--- src/rtl/core/lgc_pkg.sv ---
`timescale 1ns / 1ps
// ----------------------------------------------------------------------------
// lgc_pkg
// Shared types and constants for the linear gradient colormap.
// ----------------------------------------------------------------------------
package lgc_pkg;

    // Q0.16 fraction: 16 quotient bits, 1.0 needs a 17th bit
    localparam int T_BITS      = 16;
    localparam int T_W         = T_BITS + 1;
    localparam int NUM_W       = 32;    // numerator carried to the divider (< den for CLS_DIV)
    localparam int COLOR_W     = 16;    // Q2.14 component
    localparam int NUM_LANES   = 4;
    localparam int QUEUE_DEPTH = 4;
    localparam int QPTR_W      = $clog2(QUEUE_DEPTH);

    localparam logic [T_W-1:0] T_ONE = T_W'(1) << T_BITS;

    typedef enum logic [1:0] {
        CFG_RANGE_LO    = 2'd0,
        CFG_RANGE_HI    = 2'd1,
        CFG_START_COLOR = 2'd2,
        CFG_END_COLOR   = 2'd3
    } cfg_reg_t;

    // how the back end derives t for a pixel
    typedef enum logic [1:0] {
        CLS_DIV  = 2'd0,    // 0 < num < den: divide
        CLS_ZERO = 2'd1,    // num <= 0
        CLS_ONE  = 2'd2,    // num >= den
        CLS_ERR  = 2'd3     // empty or inverted range
    } cls_t;

    typedef struct packed {
        cls_t              cls;
        logic [NUM_W-1:0]  num;
        logic              last;
    } qent_t;

    typedef struct packed {
        logic  valid;
        qent_t ent;
    } q_push_t;

    typedef struct packed {
        logic  valid;
        qent_t ent;
    } q_head_t;

    typedef struct packed {
        logic [NUM_LANES-1:0][7:0] bytes;
        logic                      range_error;
        logic                      tile_end;
    } pix_t;

endpackage

--- src/rtl/core/lgc_front.sv ---
`timescale 1ns / 1ps
// ----------------------------------------------------------------------------
// lgc_front
// Accepts samples and classifies them against the configured signal range.
// ----------------------------------------------------------------------------
module lgc_front #(
    parameter int SAMPLE_WIDTH = 32
) (
    input  logic                           in_valid,
    input  logic                           queue_full,
    input  logic signed [SAMPLE_WIDTH-1:0] sample,
    input  logic                           last_in_tile,
    input  logic signed [31:0]             range_lo,
    input  logic signed [32:0]             den,
    output lgc_pkg::q_push_t               push
);

    localparam int EXT_W = ((SAMPLE_WIDTH > 32) ? SAMPLE_WIDTH : 32) + 1;

    logic signed [EXT_W-1:0] num;
    logic signed [EXT_W-1:0] den_ext;
    logic                    den_bad;
    logic                    num_le0;
    logic                    num_ge;

    assign num     = EXT_W'(sample) - EXT_W'(range_lo);
    assign den_ext = EXT_W'(den);
    assign den_bad = den[32] || (den == 33'sd0);
    assign num_le0 = num[EXT_W-1] || (num == '0);
    assign num_ge  = (num >= den_ext);

    always_comb
    begin
        push.valid    = in_valid && !queue_full;
        push.ent.num  = num[lgc_pkg::NUM_W-1:0];
        push.ent.last = last_in_tile;
        if (den_bad)
        begin
            push.ent.cls = lgc_pkg::CLS_ERR;
        end
        else if (num_le0)
        begin
            push.ent.cls = lgc_pkg::CLS_ZERO;
        end
        else if (num_ge)
        begin
            push.ent.cls = lgc_pkg::CLS_ONE;
        end
        else
        begin
            push.ent.cls = lgc_pkg::CLS_DIV;
        end
    end

endmodule

--- config.mk ---
export PLATFORM = sky130hd
export DESIGN_NAME = lgc_front
export DESIGN_NICKNAME = d
export VERILOG_FILES = /design/src/rtl/core/lgc_pkg.sv /design/src/rtl/core/lgc_front.sv
export SDC_FILE = /design/constraint.sdc
export NUM_CORES = 1
export LEC_CHECK = 0
export BUFFER_PORTS_ARGS = -buffer_cell sky130_fd_sc_hd__buf_2
export CAP_MARGIN = 15
export CORE_ASPECT_RATIO = 2
export CORE_MARGIN = 2
export CORE_UTILIZATION = 40
export DETAILED_ROUTE_END_ITERATION = 7
export PLACE_DENSITY = 0.76
export SYNTH_ARGS = -nofsm -noshare
export SYNTH_HDL_FRONTEND = slang
export SYNTH_SLANG_ARGS = --single-unit
--- constraint.sdc ---
create_clock -name vclk -period 16.9
set_input_delay 3.38 -clock vclk [all_inputs]
set_output_delay 3.38 -clock vclk [all_outputs]
set_load 0.01 [all_outputs]
# Yosys cells after proc, flatten, opt, wreduce, memory -nomap -nowiden
# Index checks and enable logic that the tools add are counted.
# word_totals
regBits,0
latchBits,0
mem_bits_rw,0
romBits,0
word_cells,11
n_memories,0
# op_classes
add_sub_neg,1
mul,0
n_div,0
order_cmp,1
eq_ne,0
shift,0
muxes,3
bitwise_logic,0
reduce_logical,6
# op_table
operator,n
$logic_not A33 Y1,2
$ge A33 B33 Y1,1
$sub A32 B32 Y33,1
$mux W2,3
$logic_or A1 B1 Y1,2
$logic_and A1 B1 Y1,1
$logic_not A1 Y1,1

# Depth between registers and ports, before layout
# logic_depth
word_depth,5
ltp_mapped,20

# Least setup slack after synthesis
# No wires, ideal clock.
# synth_timing
path_kind,input-to-output
from,in sample[0]
to,out push[34] (netlist name)
arrival_ns,7.213
required_ns,13.520
path_slack_ns,6.307
cell_stages,19
n_path_buf,0
cell_sequence,inv_1 > ha_1 > inv_1 > fa_1 > a21o_1 > a221oi_2 > o221ai_2 > o211a_1 > o211a_1 > a211oi_1 > ha_1 > nand4_1 > nor2_1 > nand4_1 > or3_1 > nor4_1 > a31oi_1 > o2111ai_1 > o311a_1
# synth_lines
item,line,source
"start, declared",lgc_front.sv:11,"input logic signed [SAMPLE_WIDTH-1:0] sample,"
"end, declared",lgc_front.sv:15,output lgc_pkg::q_push_t push

==> impl_metrics.ini <==
[status]
status = complete, no violations

[layout]
regArea_um2 = 0
area_growth_pct = 24.7
clkbuf_count = 0
flops_and_latches = 0
drive_gt1_share_pct = 25.3
antenna_cells = 0
nets = 745
nFillCells = 801

[sta]
fmax_mhz = 85.6
final_max_slew_viol_count = 0
fin_crit_sh_pct = 69.1
final.min_clock_period_ns = 11.68
setup_slack_ns = 5.22
hold_violations = 0
worst_pin_slew_ns = 0.884
finalSetupViolations = 0
fin_setup_tns_ns = 0
rsz0062_at_grt = false
maxSlewHeadroom_pct = 40.7

[yosys]
synth_fp_nets = 617
syn_inst = 451
synth_area_um2 = 3020
yosysSeqAreaShare_pct = 0
yosys.area.top_type = ha_1
synthTopCellsByArea = ha_1 (27%), inv_1 (9.1%), a21oi_1 (6.8%), o21ai_0 (5.0%), a21o_1 (4.2%)
synth.top_cell.area_share_pct = 26.9
yosysMostFrequentCell = inv_1
yosysWarnings = 0
synth_cell_types = 54
syn_avg_cell_area_um2 = 6.70
synthTopCellsByCount = inv_1 (73), ha_1 (65), a21oi_1 (41), nand2_1 (32), o21ai_0 (30)

[drt]
ant_nets = 0
avgRoutedWirePerCell_um = 15.6
vias = 3846
wirelength_mm = 10.4
dr.first_iter.drc_count = 188
routed_via_density = 5.75
first_pass_iters = 4
drt_drc_violations_left = 0

[global_routing]
grt_use_total_pct = 24.9
first_global_vias = 3831
antenna_found_initial = 0
grt_pass1_wl_mm = 17.0
gr-total-overflow = 0
grt_max_degree = 14

[job]
max_cap_violations = 0

[place]
io_buffers = 134
pre_cts_ws_ns = 5.41
place_hpwl_mm = 9.42
gp_congestion = 0.962

[die]
placement_rows = 44
initial_core_util_pct = 41.6
io_pins = 136
die_h_um = 127
core_um2 = 7270
dieArea_um2 = 8310
die_w_um = 65.5

[worst_setup_path]
critical_path_class = in2out
cp.required_ns = 13.52
arrival_ns = 8.30
critPathLaunchType = input pin
crit_fanout = 4
end_kind = output port

[clocking]
cts_setup_buffers = 0
ctsHoldBuffers = 0
cts_resized = 0

[power_and_ir_drop]
power.density_nw_per_um2 = 47.7
ir_drop_mv = 0.0278
p_leak_nw = 2.08

[min_path]
worstHoldStart = last_in_tile
hold_end = push[0]
min_path_cells = 0
min_path_type = in2out
placed cells by master (no fill, tap or decap), types with 4 or more instances in the layout:
cell type,netlist,layout
nand2_1,32,32
o211ai_1,4,4
xor2_1,10,10
a211oi_1,8,8
xnor2_1,12,12
nor3_1,8,8
and3_1,4,4
nor2b_1,5,5
nand2b_1,4,4
buf_2,4,134
o21ai_0,30,30
or3_1,6,6
nor2_1,27,27
nand3_1,5,5
a21o_1,17,17
nand4_1,20,20
o21a_1,9,9
ha_1,65,65
and2_1,7,7
a21oi_1,41,41
inv_1,73,73
nor4_1,12,12
cell families after synthesis:
logic type	share of synthesized area [%]
xor+xnor	6.38
simple gates	23.6
buf+inv	10.4
mux	0.373
compound gates	31.7
fa+ha+maj	27.6
through the flow:
step / instance area (µm²) / cells / power (mW) / utilization, % / hold slack (ns)
4_1_cts: 3770 / 669 / 0.179 / 51.9 / 6.76
5_1_grt: 3770 / 669 / 0.199 / 51.9 / 6.76
3_5_place_dp: 3770 / 669 / 0.178 / 51.9 / 6.76
2_1_floorplan: 3020 / 451 / 0.116 / - / 6.81
6_report: 3770 / 669 / 0.180 / 51.9 / 6.76
3_3_place_gp: 3770 / 669 / 0.175 / 51.9 / 6.76
layout make-up:
| cell class | count | area, µm² | share of cell area (%) |
|---|---|---|---|
| inverters | 73 | 274 | 7.27 |
| multi-input cells | 370 | 2710 | 71.9 |
| well taps | 92 | 115 | 3.05 |
| repair buffers | 134 | 671 | 17.8 |
power by group:
group / internal [mW] / switching (mW)
combinational: 0.0734 / 0.106
clock: 0 / 0
sequential: 0 / 0
total: 0.0734 / 0.106
worst max path at each step:
stage                     startpoint        to  slack [ns]  cells past startpoint
after detailed placement   sample[0]  push[34]        5.41                     21
after floorplan            sample[0]  push[34]        6.31                     19
after global routing       sample[0]  push[34]        4.99                     21
final                      sample[0]  push[34]        5.22                     21
after CTS                  sample[0]  push[34]        5.36                     21
after global placement     sample[0]  push[34]        5.52                     21
critical path: stages:
cell,delay (ns)
buf_2,0.09
inv_1,0.04
ha_1,0.18
inv_1,0.06
fa_1,0.39
a21o_1,0.21
a221oi_2,0.50
o221ai_2,0.22
o211a_1,0.29
o211a_1,0.21
a211oi_1,0.73
ha_1,0.24
nand4_1,0.11
nor2_1,0.11
nand4_1,0.12
or3_1,0.42
nor4_1,0.33
a31oi_1,0.14
o2111ai_1,0.15
o311a_1,0.22
buf_2,0.13
per-layer routing:
metal,GRT usage (%),vias to the layer above,wire length (µm),share of wire [%]
met4,6.50,0,304,2.9
met3,1.77,25,452,4.3
met5,0,-,0,0
li1,-,1903,-,-
met1,26.0,1802,3740,36
met2,50.5,116,5940,57
No activity file was read; power rests on OpenSTA's default activity.
