==> src/rtl/core/lgc_pkg.sv <==
`timescale 1ns / 1ps
// ----------------------------------------------------------------------------
// lgc_pkg
// Shared types and constants for the linear gradient colormap.
// ----------------------------------------------------------------------------
package lgc_pkg;

    // Q0.16 fraction: 16 quotient bits, 1.0 needs a 17th bit
    localparam int T_BITS      = 16;
    localparam int T_W         = T_BITS + 1;
    localparam int NUM_W       = 32;    // numerator carried to the divider (< den for CLS_DIV)
    localparam int COLOR_W     = 16;    // Q2.14 component
    localparam int NUM_LANES   = 4;
    localparam int QUEUE_DEPTH = 4;
    localparam int QPTR_W      = $clog2(QUEUE_DEPTH);

    localparam logic [T_W-1:0] T_ONE = T_W'(1) << T_BITS;

    typedef enum logic [1:0] {
        CFG_RANGE_LO    = 2'd0,
        CFG_RANGE_HI    = 2'd1,
        CFG_START_COLOR = 2'd2,
        CFG_END_COLOR   = 2'd3
    } cfg_reg_t;

    // how the back end derives t for a pixel
    typedef enum logic [1:0] {
        CLS_DIV  = 2'd0,    // 0 < num < den: divide
        CLS_ZERO = 2'd1,    // num <= 0
        CLS_ONE  = 2'd2,    // num >= den
        CLS_ERR  = 2'd3     // empty or inverted range
    } cls_t;

    typedef struct packed {
        cls_t              cls;
        logic [NUM_W-1:0]  num;
        logic              last;
    } qent_t;

    typedef struct packed {
        logic  valid;
        qent_t ent;
    } q_push_t;

    typedef struct packed {
        logic  valid;
        qent_t ent;
    } q_head_t;

    typedef struct packed {
        logic [NUM_LANES-1:0][7:0] bytes;
        logic                      range_error;
        logic                      tile_end;
    } pix_t;

endpackage

==> src/rtl/core/lgc_queue.sv <==
`timescale 1ns / 1ps
// ----------------------------------------------------------------------------
// lgc_queue
// Short FIFO between the classifier and the arithmetic pipeline.
// ----------------------------------------------------------------------------
module lgc_queue (
    input  logic             clk,
    input  logic             rst_n,
    input  lgc_pkg::q_push_t push,
    input  logic             pop,
    output logic             full,
    output lgc_pkg::q_head_t head
);

    localparam int CNT_W = lgc_pkg::QPTR_W + 1;

    lgc_pkg::qent_t              mem [lgc_pkg::QUEUE_DEPTH];
    logic [lgc_pkg::QPTR_W-1:0]  wr_ptr_reg;
    logic [lgc_pkg::QPTR_W-1:0]  rd_ptr_reg;
    logic [CNT_W-1:0]            count_reg;
    logic [CNT_W-1:0]            count_next;
    logic                        do_push;
    logic                        do_pop;

    assign full       = (count_reg == CNT_W'(lgc_pkg::QUEUE_DEPTH));
    assign do_push    = push.valid && !full;
    assign do_pop     = pop && (count_reg != '0);
    assign head.valid = (count_reg != '0);
    assign head.ent   = mem[rd_ptr_reg];

    always_comb
    begin
        count_next = count_reg;
        if (do_push && !do_pop)
        begin
            count_next = count_reg + CNT_W'(1);
        end
        else if (do_pop && !do_push)
        begin
            count_next = count_reg - CNT_W'(1);
        end
    end

    always_ff @(posedge clk or negedge rst_n)
    begin
        if (!rst_n)
        begin
            wr_ptr_reg <= '0;
            rd_ptr_reg <= '0;
            count_reg  <= '0;
        end
        else
        begin
            count_reg <= count_next;
            if (do_push)
            begin
                wr_ptr_reg <= wr_ptr_reg + lgc_pkg::QPTR_W'(1);
            end
            if (do_pop)
            begin
                rd_ptr_reg <= rd_ptr_reg + lgc_pkg::QPTR_W'(1);
            end
        end
    end

    always_ff @(posedge clk)
    begin
        if (do_push)
        begin
            mem[wr_ptr_reg] <= push.ent;
        end
    end

    a_count_bound: assert property (@(posedge clk) disable iff (!rst_n)
        count_reg <= CNT_W'(lgc_pkg::QUEUE_DEPTH))
        else $error("queue count past depth");

    a_no_push_full: assert property (@(posedge clk) disable iff (!rst_n)
        full |-> !push.valid)
        else $error("front pushed into a full queue");

endmodule

==> config.mk <==
export PLATFORM = sky130hd
export DESIGN_NAME = lgc_queue
export DESIGN_NICKNAME = d
export VERILOG_FILES = /design/src/rtl/core/lgc_pkg.sv /design/src/rtl/core/lgc_queue.sv
export SDC_FILE = /design/constraint.sdc
export NUM_CORES = 1
export LEC_CHECK = 0
export ABC_AREA = 1
export BUFFER_PORTS_ARGS = -buffer_cell sky130_fd_sc_hd__buf_2
export CORE_MARGIN = 2
export CORE_UTILIZATION = 57
export CTS_BUF_LIST = sky130_fd_sc_hd__clkbuf_8 sky130_fd_sc_hd__clkbuf_16
export DETAILED_ROUTE_END_ITERATION = 7
export GPL_TIMING_DRIVEN = 1
export PLACE_DENSITY = 0.79
export SLEW_MARGIN = 20
export SYNTH_ARGS = -nofsm -noshare
export SYNTH_HDL_FRONTEND = slang
export SYNTH_SLANG_ARGS = --single-unit
==> constraint.sdc <==
create_clock -name clk -period 3.53 [get_ports clk]
set_clock_uncertainty 0.2 [all_clocks]
set_input_delay 0.8825 -clock clk [delete_from_list [all_inputs] [get_ports clk]]
set_output_delay 0.8825 -clock clk [all_outputs]
set_load 0.03 [all_outputs]
; ---- After elaboration in Yosys (flattened, before gate mapping)
; Memories as Yosys holds them, arrays and structs flattened.
; Index checks and enable logic that the tools add are counted.
[op_classes]
add_sub_neg = 4
mux = 4
reduce_logical = 9
n_eq_ne = 1
[ops]
columns = operator, n
row1 = two-way mux 3 bit, 2
row2 = "adder 2 x 1 -> 2 bit, second input constant", 2
row3 = logical AND 1 bit, 4
row4 = "adder 3 x 1 -> 3 bit, second input constant", 1
row5 = "equality test 3 bit, second input constant", 1
row6 = zero test 1 bit, 3
row7 = nonzero test 3 bit, 1
row8 = "subtractor 3 x 1 -> 3 bit, second input constant", 1
row9 = two-way mux 1 bit, 2
row10 = nonzero test 2 bit, 1
[word_totals]
wordCells = 22
mem_count = 1
input_bits = 39
ram_bits = 140
reg_bits = 7
[memory_table]
columns = memory, depth, width, rd, rd_clocked_by_memory_dff, wr, line
row1 = mem, 4, 35, 1, 0, 1, lgc_queue.sv:17  ; lgc_pkg::qent_t mem [lgc_pkg::QUEUE_DEPTH];

; ---- Logic depth before layout (Yosys ltp)
[depth]
depth_word = 7
depth_mapped = 12

; ---- Least setup slack after synthesis
; OpenSTA, ideal clock, no wires.
[synth_timing]
path_kind = input to register
start = input push[35] in the netlist's numbering
end = memory mem[0][0] in the netlist's numbering, enable pin
setup_slack_ns = 0.397
t_arrival_ns = 2.506
stages = 2
setup_ns = 0.427
n_path_buf = 0
path_cell_list = nand2_1 nor2_1
[synth_via]
elab_chain_len = 3
[synth_lines]
columns = item, line
row1 = start: declaration, lgc_queue.sv:9  ; input lgc_pkg::q_push_t push,
row2 = logical AND 1 bit, lgc_queue.sv:26  ; assign do_push = push.valid && !full;
row3 = two-way mux 1 bit, lgc_queue.sv:68  ; if (do_push)
row4 = two-way mux 1 bit (implied by the code), lgc_queue.sv:70  ; mem[wr_ptr_reg] <= push.ent;
row5 = end: declaration, lgc_queue.sv:17
; No other way between the ends.

==> impl_metrics.py <==
metrics = {
    "outcome": {
        "status": "completed",
    },
    "floorplanning": {
        "die_width_um": 107,
        "die_y_um": 107,
        "io-pin-count": 76,
        "floorplan.rows": 37,
        "core_area_sq_mm": 0.0103,
        "floorplan.initialDensity": 0.586,
        "dieArea_sq_mm": 0.0114,
    },
    "logic_synthesis": {
        "mappedNetlistNets": 513,
        "ys.warnings.count": 0,
        "largest_area_contributor_in_the_synthesized_netlist": "sky130_fd_sc_hd__edfxtp_1",
        "synth_cells": 468,
        "synth_top_cell_area_share": 0.698,
        "synth.ff_latch_count": 147,
        "synth.top_cells.by_area": "sky130_fd_sc_hd__edfxtp_1 (70%), sky130_fd_sc_hd__o211ai_1 (8.5%), sky130_fd_sc_hd__nand2_1 (7.6%)",
        "syn_area_sq_mm": 0.00602,
        "synth_sequential_area_ratio": 0.727,
        "synth_area_per_cell_sq_um": 12.9,
        "yosys.cell_types.count": 18,
    },
    "cells_and_area": {
        "fin_cells": 700,
        "largest_register_ff_count": 140,
        "number_of_inserted_filler_cells_in_the_final_layout": 711,
        "areaGrowthSynthToFinish_pct": 18.0,
        "finish.net_count": 597,
        "final_core_utilization": 0.692,
        "design_area_sq_mm": 0.00711,
        "drive_gt1_frac": 0.216,
        "antennaDiodeCount": 0,
    },
    "route": {
        "avgViaCountPerCell": 5.21,
        "met2WireLength_mm": 5.80,
        "drt_wl_total_mm": 11.2,
        "met3_length_um": 609,
        "detailroute.via_count": 3644,
        "ant_nets": 0,
        "met1Wirelength_mm": 4.71,
        "detail_route.wl_per_cell_um": 16.0,
        "detail_route.first_pass.iterations": 5,
        "detailedRoute.firstIterationViolations": 279,
        "drc": 0,
        "routed.top_layer": "met4",
    },
    "sta": {
        "report.final.slew_viol_count": 0,
        "final_min_period_over_clock_period": 0.907,
        "setup_viol": 0,
        "grt_setup_unrepaired": "false",
        "fin_crit_ps": 3200,
        "tightestPinTransition_ps": 712,
        "tns_ps": 0,
        "timing.fmax_mhz": 312,
        "final-hold-violation-count": 0,
        "maxSlewHeadroom": 0.525,
    },
    "clock_network": {
        "clock_root_buffer_master": "sky130_fd_sc_hd__clkbuf_8",
        "htreeDepth": 4,
        "cts_tree": "yes",
        "cts_buffers": 17,
        "cts_setup_buffers": 0,
        "clkLatencyLatePin_ps": 520,
        "clock_transition_at_the_registers_of_the_reported_paths_ps": 60,
        "clock_path_buffers": 2,
        "clock_sink_count": 147,
    },
    "placement": {
        "gp_congestion": 0.738,
        "portBuffers": 75,
        "dp_hpwl_mm": 6.82,
        "placed_cell_area_sq_mm": 0.00654,
        "post-place-cells": 668,
    },
    "setup_path": {
        "critical_setup_path_kind": "flop to output port",
        "critical_path_peak_fanout": 54,
        "worstPathArrival_ps": 2120,
        "critical_path.endpoint_type": "output port",
        "startpoint_type": "flop",
        "worstPathRequired_ps": 2450,
    },
    "pwr": {
        "cell_internal_pwr_mw": 4.05,
        "power_switching_share": 0.387,
        "share_comb_of_total_power": 0.378,
        "powerDensity_mw_per_mm2": 929,
        "p_sw_mw": 2.56,
        "vdd_drop_max_mv": 0.447,
        "p_total_mw": 6.61,
        "leakage_nw": 2.98,
        "share_seq_of_total_power": 0.365,
        "power.share.clock": 0.257,
    },
    "min_path": {
        "timing.hold.worst.class": "flop to flop",
    },
    "global_route": {
        "largest_net_degree_at_the_start_of_global_routing": 55,
        "initial_antenna_violation_count": 0,
        "grt_pass1_wl_mm": 18.0,
        "grt.total_usage": 0.212,
        "globalRouteOverflowTotal": 0,
        "grt_pass1_vias": 3672,
    },
    "flow_run": {
        "max-cap-violations": 0,
    },
}
cells in the final DEF (no fill, tap or decap), types with 2 or more instances in the layout:
| cell type | n |
|---|---|
| sky130_fd_sc_hd__buf_12 | 2 |
| sky130_fd_sc_hd__buf_2 | 75 |
| sky130_fd_sc_hd__buf_4 | 9 |
| sky130_fd_sc_hd__bufinv_16 | 3 |
| sky130_fd_sc_hd__clkbuf_16 | 16 |
| sky130_fd_sc_hd__clkinv_1 | 2 |
| sky130_fd_sc_hd__clkinv_2 | 3 |
| sky130_fd_sc_hd__clkinv_4 | 2 |
| sky130_fd_sc_hd__dfrtp_1 | 6 |
| sky130_fd_sc_hd__edfxtp_1 | 140 |
| sky130_fd_sc_hd__ha_1 | 5 |
| sky130_fd_sc_hd__inv_1 | 87 |
| sky130_fd_sc_hd__inv_2 | 2 |
| sky130_fd_sc_hd__nand2_1 | 122 |
| sky130_fd_sc_hd__nand3_1 | 7 |
| sky130_fd_sc_hd__nor2_4 | 4 |
| sky130_fd_sc_hd__o211ai_1 | 68 |
| sky130_fd_sc_hd__o211ai_2 | 2 |
Yosys cell counts:
master,count
sky130_fd_sc_hd__dfrtp_1,7
sky130_fd_sc_hd__nor2_1,4
sky130_fd_sc_hd__buf_2,6
sky130_fd_sc_hd__nand3_1,7
sky130_fd_sc_hd__edfxtp_1,140
sky130_fd_sc_hd__clkbuf_1,4
sky130_fd_sc_hd__inv_1,84
sky130_fd_sc_hd__inv_2,3
sky130_fd_sc_hd__buf_6,10
sky130_fd_sc_hd__fa_1,1
sky130_fd_sc_hd__xnor2_1,1
sky130_fd_sc_hd__nand2_1,122
sky130_fd_sc_hd__nand4_1,1
sky130_fd_sc_hd__o211ai_2,2
sky130_fd_sc_hd__buf_4,2
sky130_fd_sc_hd__ha_1,5
sky130_fd_sc_hd__o21ai_0,1
sky130_fd_sc_hd__o211ai_1,68
worst max-delay path, cell delays in order, from the launching register on:
cell and delay (ps):
sky130_fd_sc_hd__dfrtp_1 420, sky130_fd_sc_hd__inv_4 400, sky130_fd_sc_hd__buf_12 290, sky130_fd_sc_hd__nand2_1 90, sky130_fd_sc_hd__o211ai_1 120, sky130_fd_sc_hd__nand2_1 80
sky130_fd_sc_hd__buf_2 180
area by class of cell:
type	instances	area [sq um]	share of cell area
flip-flops and latches	147	4380	0.616
clock inverters	14	149	0.0209
clock buffers	17	414	0.0582
multi-input cells	212	1180	0.165
well taps	136	170	0.0239
repair buffers	87	493	0.0693
inverters	87	329	0.0463
through the flow:
step                setup WS, ps  hold WS [ps]
floorplan                    397           263
global placement             873           281
detailed placement           828           332
CTS                          315           347
global route                 170           350
finish                       329           342
path summary, 6_finish.rpt:
path                                from  depth (start not counted)  slack, ps            end
setup / recovery           rd_ptr_reg[0]                          6        330       head[23]
hold / removal             wr_ptr_reg[1]                          2        340  wr_ptr_reg[1]
setup reg to reg            count_reg[0]                          5       1130     mem[2][29]
hold reg to reg            wr_ptr_reg[1]                          2        340  wr_ptr_reg[1]
max in group asynchronous          rst_n                          2       2420  rd_ptr_reg[1]
min in group asynchronous          rst_n                          2        530  wr_ptr_reg[1]
power groups by stage:
stage | Combinational [mW] | Clock, mW | Sequential (mW)
detailed placement | 2.50 | 0 | 2.44
global placement | 2.44 | 0 | 2.43
CTS | 2.53 | 1.72 | 2.41
floorplan | 1.88 | 0 | 2.43
finish | 2.50 | 1.70 | 2.41
global route | 2.73 | 1.80 | 2.44
logic make-up after synthesis:
| kind of cell | synth area share |
|---|---|
| and+or+nand+nor | 0.0854 |
| adders and majority gates | 0.0137 |
| AOI/OAI and AO/OA | 0.0897 |
| buffers and inverters | 0.0829 |
| DFF | 0.727 |
| xor gates and xnor gates | 0.00145 |
per-layer routing:
metal,vias up,GRT usage
met3,10,0.0553
met5,-,0
met2,108,0.357
met1,1739,0.266
met4,0,0.0798
li1,1787,-
what timing repair did:
item | 4_1_cts | 5_1_grt
resized for setup | 0 | 0
hold buffers | 1 | 0
hold endpoints to repair | 7 | 0
No activity file was read; power rests on OpenSTA's default activity.
